**config.mk**
```make
export PLATFORM = sky130hd
export DESIGN_NAME = rie_ram
export DESIGN_NICKNAME = d
export VERILOG_FILES = /design/src/design/rie_ram.sv
export SDC_FILE = /design/constraint.sdc
export NUM_CORES = 1
export LEC_CHECK = 0
export ABC_AREA = 1
export BUFFER_PORTS_ARGS = -buffer_cell sky130_fd_sc_hd__buf_2
export CORE_MARGIN = 3
export CORE_UTILIZATION = 39
export CTS_BUF_LIST = sky130_fd_sc_hd__clkbuf_4 sky130_fd_sc_hd__clkbuf_8 sky130_fd_sc_hd__clkbuf_16
export DETAILED_ROUTE_END_ITERATION = 12
export PLACE_DENSITY = 0.51
export SETUP_SLACK_MARGIN = 0.4
export SYNTH_ARGS = -nofsm -noshare
export SYNTH_HDL_FRONTEND = slang
export SYNTH_SLANG_ARGS = --single-unit
```
**constraint.sdc**
```tcl
create_clock -name clk -period 6 [get_ports clk]
set_clock_uncertainty 0.05 [all_clocks]
set_input_delay 0.3 -clock clk [delete_from_list [all_inputs] [get_ports clk]]
set_output_delay 0.3 -clock clk [all_outputs]
set_load 0.02 [all_outputs]
```
**src/design/rie_ram.sv**
```systemverilog
`default_nettype none

module rie_ram #(
    parameter int WIDTH = 32,
    parameter int DEPTH = 16
) (
    input  logic                     clk,
    input  logic                     we,
    input  logic [$clog2(DEPTH)-1:0] waddr,
    input  logic [WIDTH-1:0]         wdata,
    input  logic                     re,
    input  logic [$clog2(DEPTH)-1:0] raddr,
    output logic [WIDTH-1:0]         rdata
);

    logic [WIDTH-1:0] mem [DEPTH];

    always_ff @(posedge clk)
    begin
        if (we)
        begin
            mem[waddr] <= wdata;
        end
        if (re)
        begin
            rdata <= mem[raddr];
        end
    end

endmodule

`default_nettype wire

```
; Word-level counts from Yosys, hierarchy flattened
; Memory sizes are Yosys's and may differ from the RTL's. A register that Yosys moved wholly into a read port is not among the register bits.
; Index checks and enable logic that the tools add are counted.
[op_classes]
n_mux = 2
[ops]
columns = operator, count
row1 = 1-bit 2-to-1 mux, 2
[totals]
register_bits = 0
ramBits = 512
input_bits = 43
output_inout_bits = 32
elab_cells = 3
n_memories = 1
[memory_table]
columns = memory, words, word_bits, read_ports, rd_ports_with_merged_regs, wr, line
row1 = mem, 16, 32, 1, 1, 1, 16  ; logic [WIDTH-1:0] mem [DEPTH];

; Longest topological paths before layout
; Gate-level depths: netlist (run 1).
[depth]
depth_word = 2
mapped_depth = 10
mapped_depth_nobuf = 7

; Least setup slack after synthesis (run 1)
; Ideal clock, no wire load.
[synth_timing]
path_kind = input-to-reg
from = input waddr[2]
to = memory mem[10][0] (enable)
setup_ns = 0.421
t_arrival_ns = 1.872
required_ns = 5.529
slack_ns = 3.657
path_stages = 2
path_buffers = 0
path_cell_list = nand3b_1 -> nor2_1
[synth_lines]
columns = element, line
row1 = "start, declared", 9  ; input logic [$clog2(DEPTH)-1:0] waddr,
row2 = "end, declared", 16
; No word-level cell before the write port.

==> impl_results.html, run 1 <==
<table>
<tr><th>Metric</th><th>Value</th></tr>
<tr><th colspan="2">Synth</th></tr>
<tr><td>Unique cell type count in the Yosys netlist</td><td>14</td></tr>
<tr><td>Syn Nets</td><td>~2200</td></tr>
<tr><td>Register area share after synthesis</td><td>about 70%</td></tr>
<tr><td>Instance count of the mapped netlist</td><td>around 2100</td></tr>
<tr><td>Total standard cell area after synthesis</td><td>23100 um^2</td></tr>
<tr><td>Total of warnings raised by yosys</td><td>0</td></tr>
<tr><td>Post-synthesis average cell area</td><td>approximately 11 um^2</td></tr>
<tr><td>Register bit count reported by yosys</td><td>around 540</td></tr>
<tr><th colspan="2">CTS</th></tr>
<tr><td>Clock Tree Buf Depth</td><td>3</td></tr>
<tr><td>Max H-tree Level</td><td>2</td></tr>
<tr><td>Num CTS Buffers</td><td>57</td></tr>
<tr><td>Setup fix buffers added after clock tree synthesis</td><td>0</td></tr>
<tr><td>CTS-repair resized insts</td><td>0</td></tr>
<tr><td>Clock tree from TritonCTS</td><td>built</td></tr>
<tr><td>Num Clock Sinks</td><td>roughly 540</td></tr>
<tr><td>Clock transition at the registers of the reported paths</td><td>about 0.060 ns</td></tr>
<tr><td>Clock latency on the worst-skew pair</td><td>roughly 0.61 ns</td></tr>
<tr><td>Clock tree root driver cell</td><td>sky130_fd_sc_hd__clkbuf_16</td></tr>
<tr><th colspan="2">Global route</th></tr>
<tr><td>Initial antenna violation count</td><td>2</td></tr>
<tr><td>Total track usage</td><td>around 18%</td></tr>
<tr><td>First-pass GRT wire length</td><td>a little under 90000 um</td></tr>
<tr><td>Remaining global-route overflow</td><td>0</td></tr>
<tr><td>M3 GR Usage</td><td>about 2.6%</td></tr>
<tr><td>Vias in the first global route</td><td>around 14000</td></tr>
<tr><td>GRT Max-Usage Layer</td><td>met2</td></tr>
<tr><td>Largest net degree at the start of global routing</td><td>213</td></tr>
<tr><td>Global-route met2 utilization</td><td>30.3%</td></tr>
<tr><td>Routing usage on met1</td><td>25.9%</td></tr>
<tr><th colspan="2">Run</th></tr>
<tr><td>Reported max-cap violation count</td><td>0</td></tr>
<tr><th colspan="2">STA</th></tr>
<tr><td>Worst Max-Slew Pin Slew</td><td>about 1.2 ns</td></tr>
<tr><td>Max Clk Rate</td><td>~0.37 GHz</td></tr>
<tr><td>Setup TNS</td><td>0 ns</td></tr>
<tr><td>Final critical delay including setup and external delays</td><td>2.74 ns</td></tr>
<tr><td>Max-slew headroom</td><td>23.1%</td></tr>
<tr><td>Setup violations, final</td><td>0</td></tr>
<tr><td>Setup repair after global routing missed its margin</td><td>no</td></tr>
<tr><td>Count of final hold-check violations</td><td>0</td></tr>
<tr><td>Period utilisation layout</td><td>between 40% and 50%</td></tr>
<tr><td>Max-slew violation total from the final report</td><td>0</td></tr>
<tr><th colspan="2">Power</th></tr>
<tr><td>Leak</td><td>10.9 nW</td></tr>
<tr><td>Power share of the combinational group</td><td>6.1%</td></tr>
<tr><td>Switch Pwr</td><td>around 1.8 mW</td></tr>
<tr><td>Pwr per Cell Area</td><td>~310 nW/um^2</td></tr>
<tr><td>Switching part of the total power</td><td>between 20% and 30%</td></tr>
<tr><td>VDD IR max</td><td>~0.24 mV</td></tr>
<tr><td>Design internal power</td><td>around 6.3 mW</td></tr>
<tr><td>PnR Total Power</td><td>a little over 8 mW</td></tr>
<tr><td>Sequential power share</td><td>52.9%</td></tr>
<tr><td>Clk pwr share</td><td>41.0%</td></tr>
<tr><th colspan="2">Hold path</th></tr>
<tr><td>Classification of the worst-slack hold path</td><td>in2reg</td></tr>
<tr><td>Hold path cells</td><td>1</td></tr>
<tr><th colspan="2">Setup path</th></tr>
<tr><td>Worst Setup Start Kind</td><td>input pin</td></tr>
<tr><td>Most prevalent standard cell on the critical path</td><td>sky130_fd_sc_hd__nand2_1</td></tr>
<tr><td>Data arrival at the endpoint of the critical path</td><td>3.04 ns</td></tr>
<tr><td>Crit-path cells</td><td>clkbuf_8, clkinv_8, buf_4, nand2_1, nand2_1, nand2_1, nand3_1, nand3_1, nand2_1</td></tr>
<tr><td>Slowest cell delay on critical path</td><td>between 0.9 and 1 ns</td></tr>
<tr><td>Category of the worst setup path capture point</td><td>flop</td></tr>
<tr><td>Path depth of the worst reg2reg path</td><td>6</td></tr>
<tr><td>Endpoint required time on the critical path</td><td>~6.3 ns</td></tr>
<tr><td>Critical-path maximum fanout</td><td>212</td></tr>
<tr><td>WS Path Type</td><td>in2reg</td></tr>
<tr><td>Standard cell with the maximum stage delay on the critical path</td><td>sky130_fd_sc_hd__clkinv_8</td></tr>
<tr><th colspan="2">Floorplanning</th></tr>
<tr><td>DIE AREA</td><td>62100 um^2</td></tr>
<tr><td>Number of placement rows</td><td>88</td></tr>
<tr><td>Number of top-level pins</td><td>75</td></tr>
<tr><td>Core area</td><td>approximately 58000 um^2</td></tr>
<tr><td>Vertical extent of the die</td><td>249 um</td></tr>
<tr><td>Die outline width</td><td>about 250 um</td></tr>
<tr><td>Effective utilization at floorplan</td><td>between 30% and 40%</td></tr>
<tr><th colspan="2">Placed design</th></tr>
<tr><td>Placer Congestion</td><td>0.711</td></tr>
<tr><td>I/O Buffers</td><td>74</td></tr>
<tr><td>DP HPWL</td><td>25200 um</td></tr>
<tr><td>DP Area</td><td>24000 um^2</td></tr>
<tr><th colspan="2">Route</th></tr>
<tr><td>Detailed Route WL</td><td>roughly 57000 um</td></tr>
<tr><td>Number of DRC violations after detailed routing</td><td>0</td></tr>
<tr><td>Routed vias</td><td>about 14000</td></tr>
<tr><td>Number of iterations in the first detailed-routing pass</td><td>5</td></tr>
<tr><td>Avg Vias per Cell</td><td>between 4 and 5</td></tr>
<tr><td>Number of DRC violations after detailed-routing iteration 0</td><td>1209</td></tr>
<tr><td>Wirelength per Cell</td><td>19.0 um</td></tr>
<tr><td>Remaining antenna violation count after routing</td><td>0</td></tr>
<tr><th colspan="2">Cells and area</th></tr>
<tr><td>Proportion of layout cells with a drive suffix above 1</td><td>approximately a tenth</td></tr>
<tr><td>Commonest non-fill, non-tap cell in the layout</td><td>sky130_fd_sc_hd__nand2_1</td></tr>
<tr><td>Final Net Count</td><td>around 2200</td></tr>
<tr><td>Finished Cell Area</td><td>between 20000 and 30000 um^2</td></tr>
<tr><td>Top library cells by usage in the layout, fill and taps aside</td><td>sky130_fd_sc_hd__nand2_1 (677), sky130_fd_sc_hd__edfxtp_1 (544), sky130_fd_sc_hd__inv_1 (386), sky130_fd_sc_hd__nand3_1 (385), sky130_fd_sc_hd__buf_2 (71)</td></tr>
<tr><td>Layout area overhead</td><td>12.5%</td></tr>
<tr><th colspan="2">Status</th></tr>
<tr><td>Run status</td><td>finished, final reports clean</td></tr>
</table>
[registers in the layout, indices dropped and copies added (netlist names)]
register / flops
rdata: 32
mem: 512
[synthesized netlist by cell type]
| library cell | number | area share [%] |
|---|---|---|
| sky130_fd_sc_hd__inv_2 | 1 | 0.016 |
| sky130_fd_sc_hd__nand2_1 | 677 | 11 |
| sky130_fd_sc_hd__buf_12 | 1 | 0.087 |
| sky130_fd_sc_hd__buf_4 | 6 | 0.20 |
| sky130_fd_sc_hd__buf_6 | 29 | 1.4 |
| sky130_fd_sc_hd__inv_4 | 1 | 0.027 |
| sky130_fd_sc_hd__nor2_1 | 17 | 0.28 |
| sky130_fd_sc_hd__nand3b_1 | 2 | 0.065 |
| sky130_fd_sc_hd__buf_2 | 41 | 0.89 |
| sky130_fd_sc_hd__inv_1 | 388 | 6.3 |
| sky130_fd_sc_hd__buf_1 | 14 | 0.23 |
| sky130_fd_sc_hd__edfxtp_1 | 544 | 71 |
| sky130_fd_sc_hd__clkbuf_1 | 14 | 0.23 |
| sky130_fd_sc_hd__nand3_1 | 385 | 8.4 |
[final timing paths]
kind	slack, ns	endpoint	from
hold / removal	0.03	mem[1][15]	wdata[15]
setup reg to reg	4.77	rdata[7]	mem[14][7]
setup / recovery	3.26	rdata[21]	raddr[0]
hold reg to reg	0.67	rdata[12]	mem[10][12]
[repair_timing]
action | CTS | global route
endpoints found under the setup margin | 0 | 0
hold buffers | 14 | 0
hold endpoints to repair | 149 | 0
[cells by family after synthesis]
kind of cell	count (synthesis)	share of synthesized area, %
buffers and inverters	495	9.41
DFF	544	70.9
and+or+nand+nor	1081	19.7
[area by class of cell]
class / count / area, um^2
clock buffers: 69 / 1550
multi-input cells: 1081 / 4670
well taps: 765 / 957
clock inverters: 34 / 218
repair buffers: 114 / 719
fillers: 5465 / 32200
flip-flops and latches: 544 / 16300
diodes: 1 / 2.50
inverters: 390 / 1480
[worst max-delay path, delay by kind of cell]
| family | cells | cell delay [ns] |
|---|---|---|
| buf+inv | 3 | 2.13 |
| simple gates | 6 | 0.48 |
[power groups by stage]
stage               clock [mW]  sequential (mW)  combinational [mW]
finish                    3.34             4.31               0.496
global route              3.59             4.31               0.560
CTS                       3.43             4.31               0.505
detailed placement           0             4.39               0.495
global placement             0             4.39               0.490
floorplan                    0             4.41               0.290
[per-layer routing]
| metal | share of wire [%] | wire length, um | vias to the layer above |
|---|---|---|---|
| met2 | 47 | 27000 | 320 |
| met1 | 46 | 26300 | 7010 |
| met5 | 0.023 | 13 | - |
| met3 | 4.8 | 2740 | 64 |
| met4 | 1.6 | 930 | 2 |
| li1 | - | - | 7009 |
[per-stage QoR]
| step | hold slack (ns) | setup WS (ns) | util (%) | instances |
|---|---|---|---|---|
| CTS | 0.000160 | 3.24 | 44.6 | 2997 |
| floorplan | 0.349 | 3.66 | - | 2120 |
| global placement | 0.633 | 2.63 | 41.3 | 2880 |
| global route | 0.0179 | 2.96 | 44.6 | 2997 |
| detailed placement | 0.641 | 2.59 | 41.3 | 2880 |
| finish | 0.0290 | 3.26 | 44.6 | 2998 |
(Power assumes the default switching activity.)
==> inputs of run 2 (changes only) <==
clock period = 2.7 ns   (was 6 ns; I/O delays follow)
==> impl_results.html, run 2 (synthesized netlist as in run 1, its figures left out) <==
<table>
<tr><th>Metric</th><th>Value</th></tr>
<tr><th colspan="2">Setup path</th></tr>
<tr><td>Standard cell with the maximum stage delay on the critical path</td><td>sky130_fd_sc_hd__edfxtp_1 (was sky130_fd_sc_hd__clkinv_8)</td></tr>
<tr><td>Buffers &amp; Inverters on Critical Path</td><td>1 (was 3)</td></tr>
<tr><td>Crit-path cells</td><td>buf_2 (was clkbuf_8, clkinv_8, buf_4, nand2_1, nand2_1, nand2_1, nand3_1, nand3_1, nand2_1)</td></tr>
<tr><td>Endpoint required time on the critical path</td><td>2.52 ns (was 6.30 ns)</td></tr>
<tr><td>Slowest cell delay on critical path</td><td>0.46 ns (was 0.92 ns)</td></tr>
<tr><td>Category of the worst setup path capture point</td><td>output port (was flop)</td></tr>
<tr><td>Worst Setup Start Kind</td><td>flop (was input pin)</td></tr>
<tr><td>Data arrival at the endpoint of the critical path</td><td>1.26 ns (was 3.04 ns)</td></tr>
<tr><td>Critical-path maximum fanout</td><td>1 (was 212)</td></tr>
<tr><td>WS Path Type</td><td>reg2out (was in2reg)</td></tr>
<tr><td>Family of cells with the greatest summed delay on the critical path</td><td>flip-flops (was buffers and inverters)</td></tr>
<tr><th colspan="2">Cells and area</th></tr>
<tr><td>Final Core Density</td><td>45.4% (was 44.6%)</td></tr>
<tr><td>Proportion of layout cells with a drive suffix above 1</td><td>9.80% (was 9.41%)</td></tr>
<tr><td>Layout area overhead</td><td>14.4% (was 12.5%)</td></tr>
<tr><td>Register with the highest flop count</td><td>mem (unchanged)</td></tr>
<tr><td>Final Net Count</td><td>2269 (was 2231)</td></tr>
<tr><td>Commonest non-fill, non-tap cell in the layout</td><td>sky130_fd_sc_hd__nand2_1 (unchanged)</td></tr>
<tr><td>Ant diodes</td><td>0 (was 1)</td></tr>
<tr><td>Top library cells by usage in the layout, fill and taps aside</td><td>sky130_fd_sc_hd__nand2_1 (677), sky130_fd_sc_hd__edfxtp_1 (544), sky130_fd_sc_hd__inv_1 (386), sky130_fd_sc_hd__nand3_1 (385), sky130_fd_sc_hd__buf_2 (71) (unchanged)</td></tr>
<tr><td>Largest registers</td><td>mem (512), rdata (32) (unchanged)</td></tr>
<tr><td>Max FFs per register</td><td>512 (unchanged)</td></tr>
<tr><th colspan="2">Floorplanning</th></tr>
<tr><td>DIE AREA</td><td>62100 um^2 (unchanged)</td></tr>
<tr><td>Core area</td><td>58100 um^2 (unchanged)</td></tr>
<tr><td>Number of placement rows</td><td>88 (unchanged)</td></tr>
<tr><td>Number of top-level pins</td><td>75 (unchanged)</td></tr>
<tr><td>Die outline width</td><td>249 um (unchanged)</td></tr>
<tr><td>Effective utilization at floorplan</td><td>39.7% (unchanged)</td></tr>
<tr><td>Vertical extent of the die</td><td>249 um (unchanged)</td></tr>
<tr><th colspan="2">Global route</th></tr>
<tr><td>Largest net degree at the start of global routing</td><td>116 (was 213)</td></tr>
<tr><td>Total track usage</td><td>18.5% (was 18.4%)</td></tr>
<tr><td>Vias in the first global route</td><td>14500 (was 14000)</td></tr>
<tr><td>First-pass GRT wire length</td><td>88700 um (was 86800 um)</td></tr>
<tr><td>Initial antenna violation count</td><td>0 (was 2)</td></tr>
<tr><td>Remaining global-route overflow</td><td>0 (unchanged)</td></tr>
<tr><th colspan="2">STA</th></tr>
<tr><td>Count of final hold-check violations</td><td>0 (unchanged)</td></tr>
<tr><td>Setup TNS</td><td>0 ns (unchanged)</td></tr>
<tr><td>Max-slew violation total from the final report</td><td>0 (unchanged)</td></tr>
<tr><td>Setup repair after global routing missed its margin</td><td>no (unchanged)</td></tr>
<tr><td>Worst Max-Slew Pin Slew</td><td>1.01 ns (was 1.15 ns)</td></tr>
<tr><td>Period utilisation layout</td><td>between 50 and 60%</td></tr>
<tr><td>Setup violations, final</td><td>0 (unchanged)</td></tr>
<tr><td>Max Clk Rate</td><td>a little under 0.7 GHz</td></tr>
<tr><td>Max-slew headroom</td><td>32.7% (was 23.1%)</td></tr>
<tr><td>Final critical delay including setup and external delays</td><td>between 1 and 1.5 ns</td></tr>
<tr><th colspan="2">Route</th></tr>
<tr><td>Detailed Route WL</td><td>57500 um (was 57000 um)</td></tr>
<tr><td>Number of DRC violations after detailed routing</td><td>0 (unchanged)</td></tr>
<tr><td>Routed vias</td><td>14600 (was 14400)</td></tr>
<tr><td>Avg Vias per Cell</td><td>4.82 (was 4.80)</td></tr>
<tr><td>Number of iterations in the first detailed-routing pass</td><td>5 (unchanged)</td></tr>
<tr><td>Wirelength per Cell</td><td>19.0 um (about the same)</td></tr>
<tr><td>Number of DRC violations after detailed-routing iteration 0</td><td>1142 (was 1209)</td></tr>
<tr><td>Remaining antenna violation count after routing</td><td>0 (unchanged)</td></tr>
<tr><th colspan="2">CTS</th></tr>
<tr><td>Clock latency on the worst-skew pair</td><td>0.61 ns (about the same)</td></tr>
<tr><td>Num CTS Buffers</td><td>57 (unchanged)</td></tr>
<tr><td>Max H-tree Level</td><td>2 (unchanged)</td></tr>
<tr><td>Clock transition at the registers of the reported paths</td><td>0.06 ns (about the same)</td></tr>
<tr><td>Clock Tree Buf Depth</td><td>3 (unchanged)</td></tr>
<tr><td>Num Clock Sinks</td><td>544 (unchanged)</td></tr>
<tr><td>Clock tree root driver cell</td><td>sky130_fd_sc_hd__clkbuf_16 (unchanged)</td></tr>
<tr><td>CTS-repair resized insts</td><td>0 (unchanged)</td></tr>
<tr><td>Clock tree from TritonCTS</td><td>built (unchanged)</td></tr>
<tr><th colspan="2">Power</th></tr>
<tr><td>VDD IR max</td><td>0.535 mV (was 0.239 mV)</td></tr>
<tr><td>Pwr per Cell Area</td><td>689 nW/um^2 (was 314 nW/um^2)</td></tr>
<tr><td>Leak</td><td>11.1 nW (was 10.9 nW)</td></tr>
<tr><th colspan="2">Status</th></tr>
<tr><td>Run status</td><td>finished, final reports clean (unchanged)</td></tr>
<tr><th colspan="2">Placed design</th></tr>
<tr><td>DP HPWL</td><td>30000 um (was 25200 um)</td></tr>
<tr><td>Placer Congestion</td><td>0.748 (was 0.711)</td></tr>
<tr><td>I/O Buffers</td><td>74 (unchanged)</td></tr>
<tr><th colspan="2">Run</th></tr>
<tr><td>Reported max-cap violation count</td><td>0 (unchanged)</td></tr>
<tr><th colspan="2">Hold path</th></tr>
<tr><td>Classification of the worst-slack hold path</td><td>in2reg (unchanged)</td></tr>
</table>
-- run 2: changes by cell type in the layout (fill, tap and decap cells not counted), sizes merged --
cell	before	now
dlygate4sd3	14	33
clkinv	28	24
diode	1	0
buf	99	118
clkbuf	70	72
inv	390	391
clkinvlp	4	1
-- run 2: path summary, 6_finish.rpt --
kind	startpoint	end	slack, ns	cells after the start
min reg2reg	mem[6][15]	rdata[15]	0.69	6
max reg2reg	mem[9][27]	rdata[27]	1.46	6
max	rdata[10]	rdata[10]	1.25	1
min	raddr[1]	rdata[4]	0.06	5
-- run 2: what timing repair did --
| item | in CTS | in global routing |
|---|---|---|
| buffers inserted | 0 | 0 |
| endpoints found under the hold margin | 541 | 0 |
| setup endpoints to repair | 0 | 0 |
| hold buffers | 33 | 0 |
-- run 2: routing by layer --
layer  wire length, um  up-vias  share of wire, %  track usage, %
met4              1140        0               2.0            4.16
met5                 0        -                 0               0
met1             27300     7124                48            26.6
li1                  -     7083                 -               -
met3              2820       88               4.9            2.98
met2             26200      316                46            29.7
-- run 2: final cells by class --
class / instances / area (um^2)
clock buffer: 71 / 1570
clock inverter: 28 / 176
fill: 5446 / 31800
inverter: 390 / 1470
multi-input combinational: 1081 / 4670
sequential: 544 / 16300
tap: 765 / 957
timing repair buffer: 152 / 1190
-- run 2: stage by stage --
| step | setup slack, ns | instances | power, mW | hold slack, ns | instance area [um^2] |
|---|---|---|---|---|---|
| after floorplan | 0.522 | 2120 | 10.4 | 0.184 | 23100 |
| after global placement | 0.753 | 2899 | 10.9 | 0.470 | 24300 |
| after detailed placement | 0.779 | 2899 | 10.9 | 0.469 | 24300 |
| after CTS | 1.19 | 3031 | 18.4 | 0.0219 | 26400 |
| after global routing | 1.16 | 3031 | 18.8 | 0.109 | 26400 |
| final | 1.25 | 3031 | 18.2 | 0.0614 | 26400 |
-- run 2: power breakdown --
group          internal (mW)  switching, mW  total (mW)
Sequential              9.52         0.0519        9.57
Clock                   4.25           3.16        7.42
Combinational          0.338          0.848        1.19
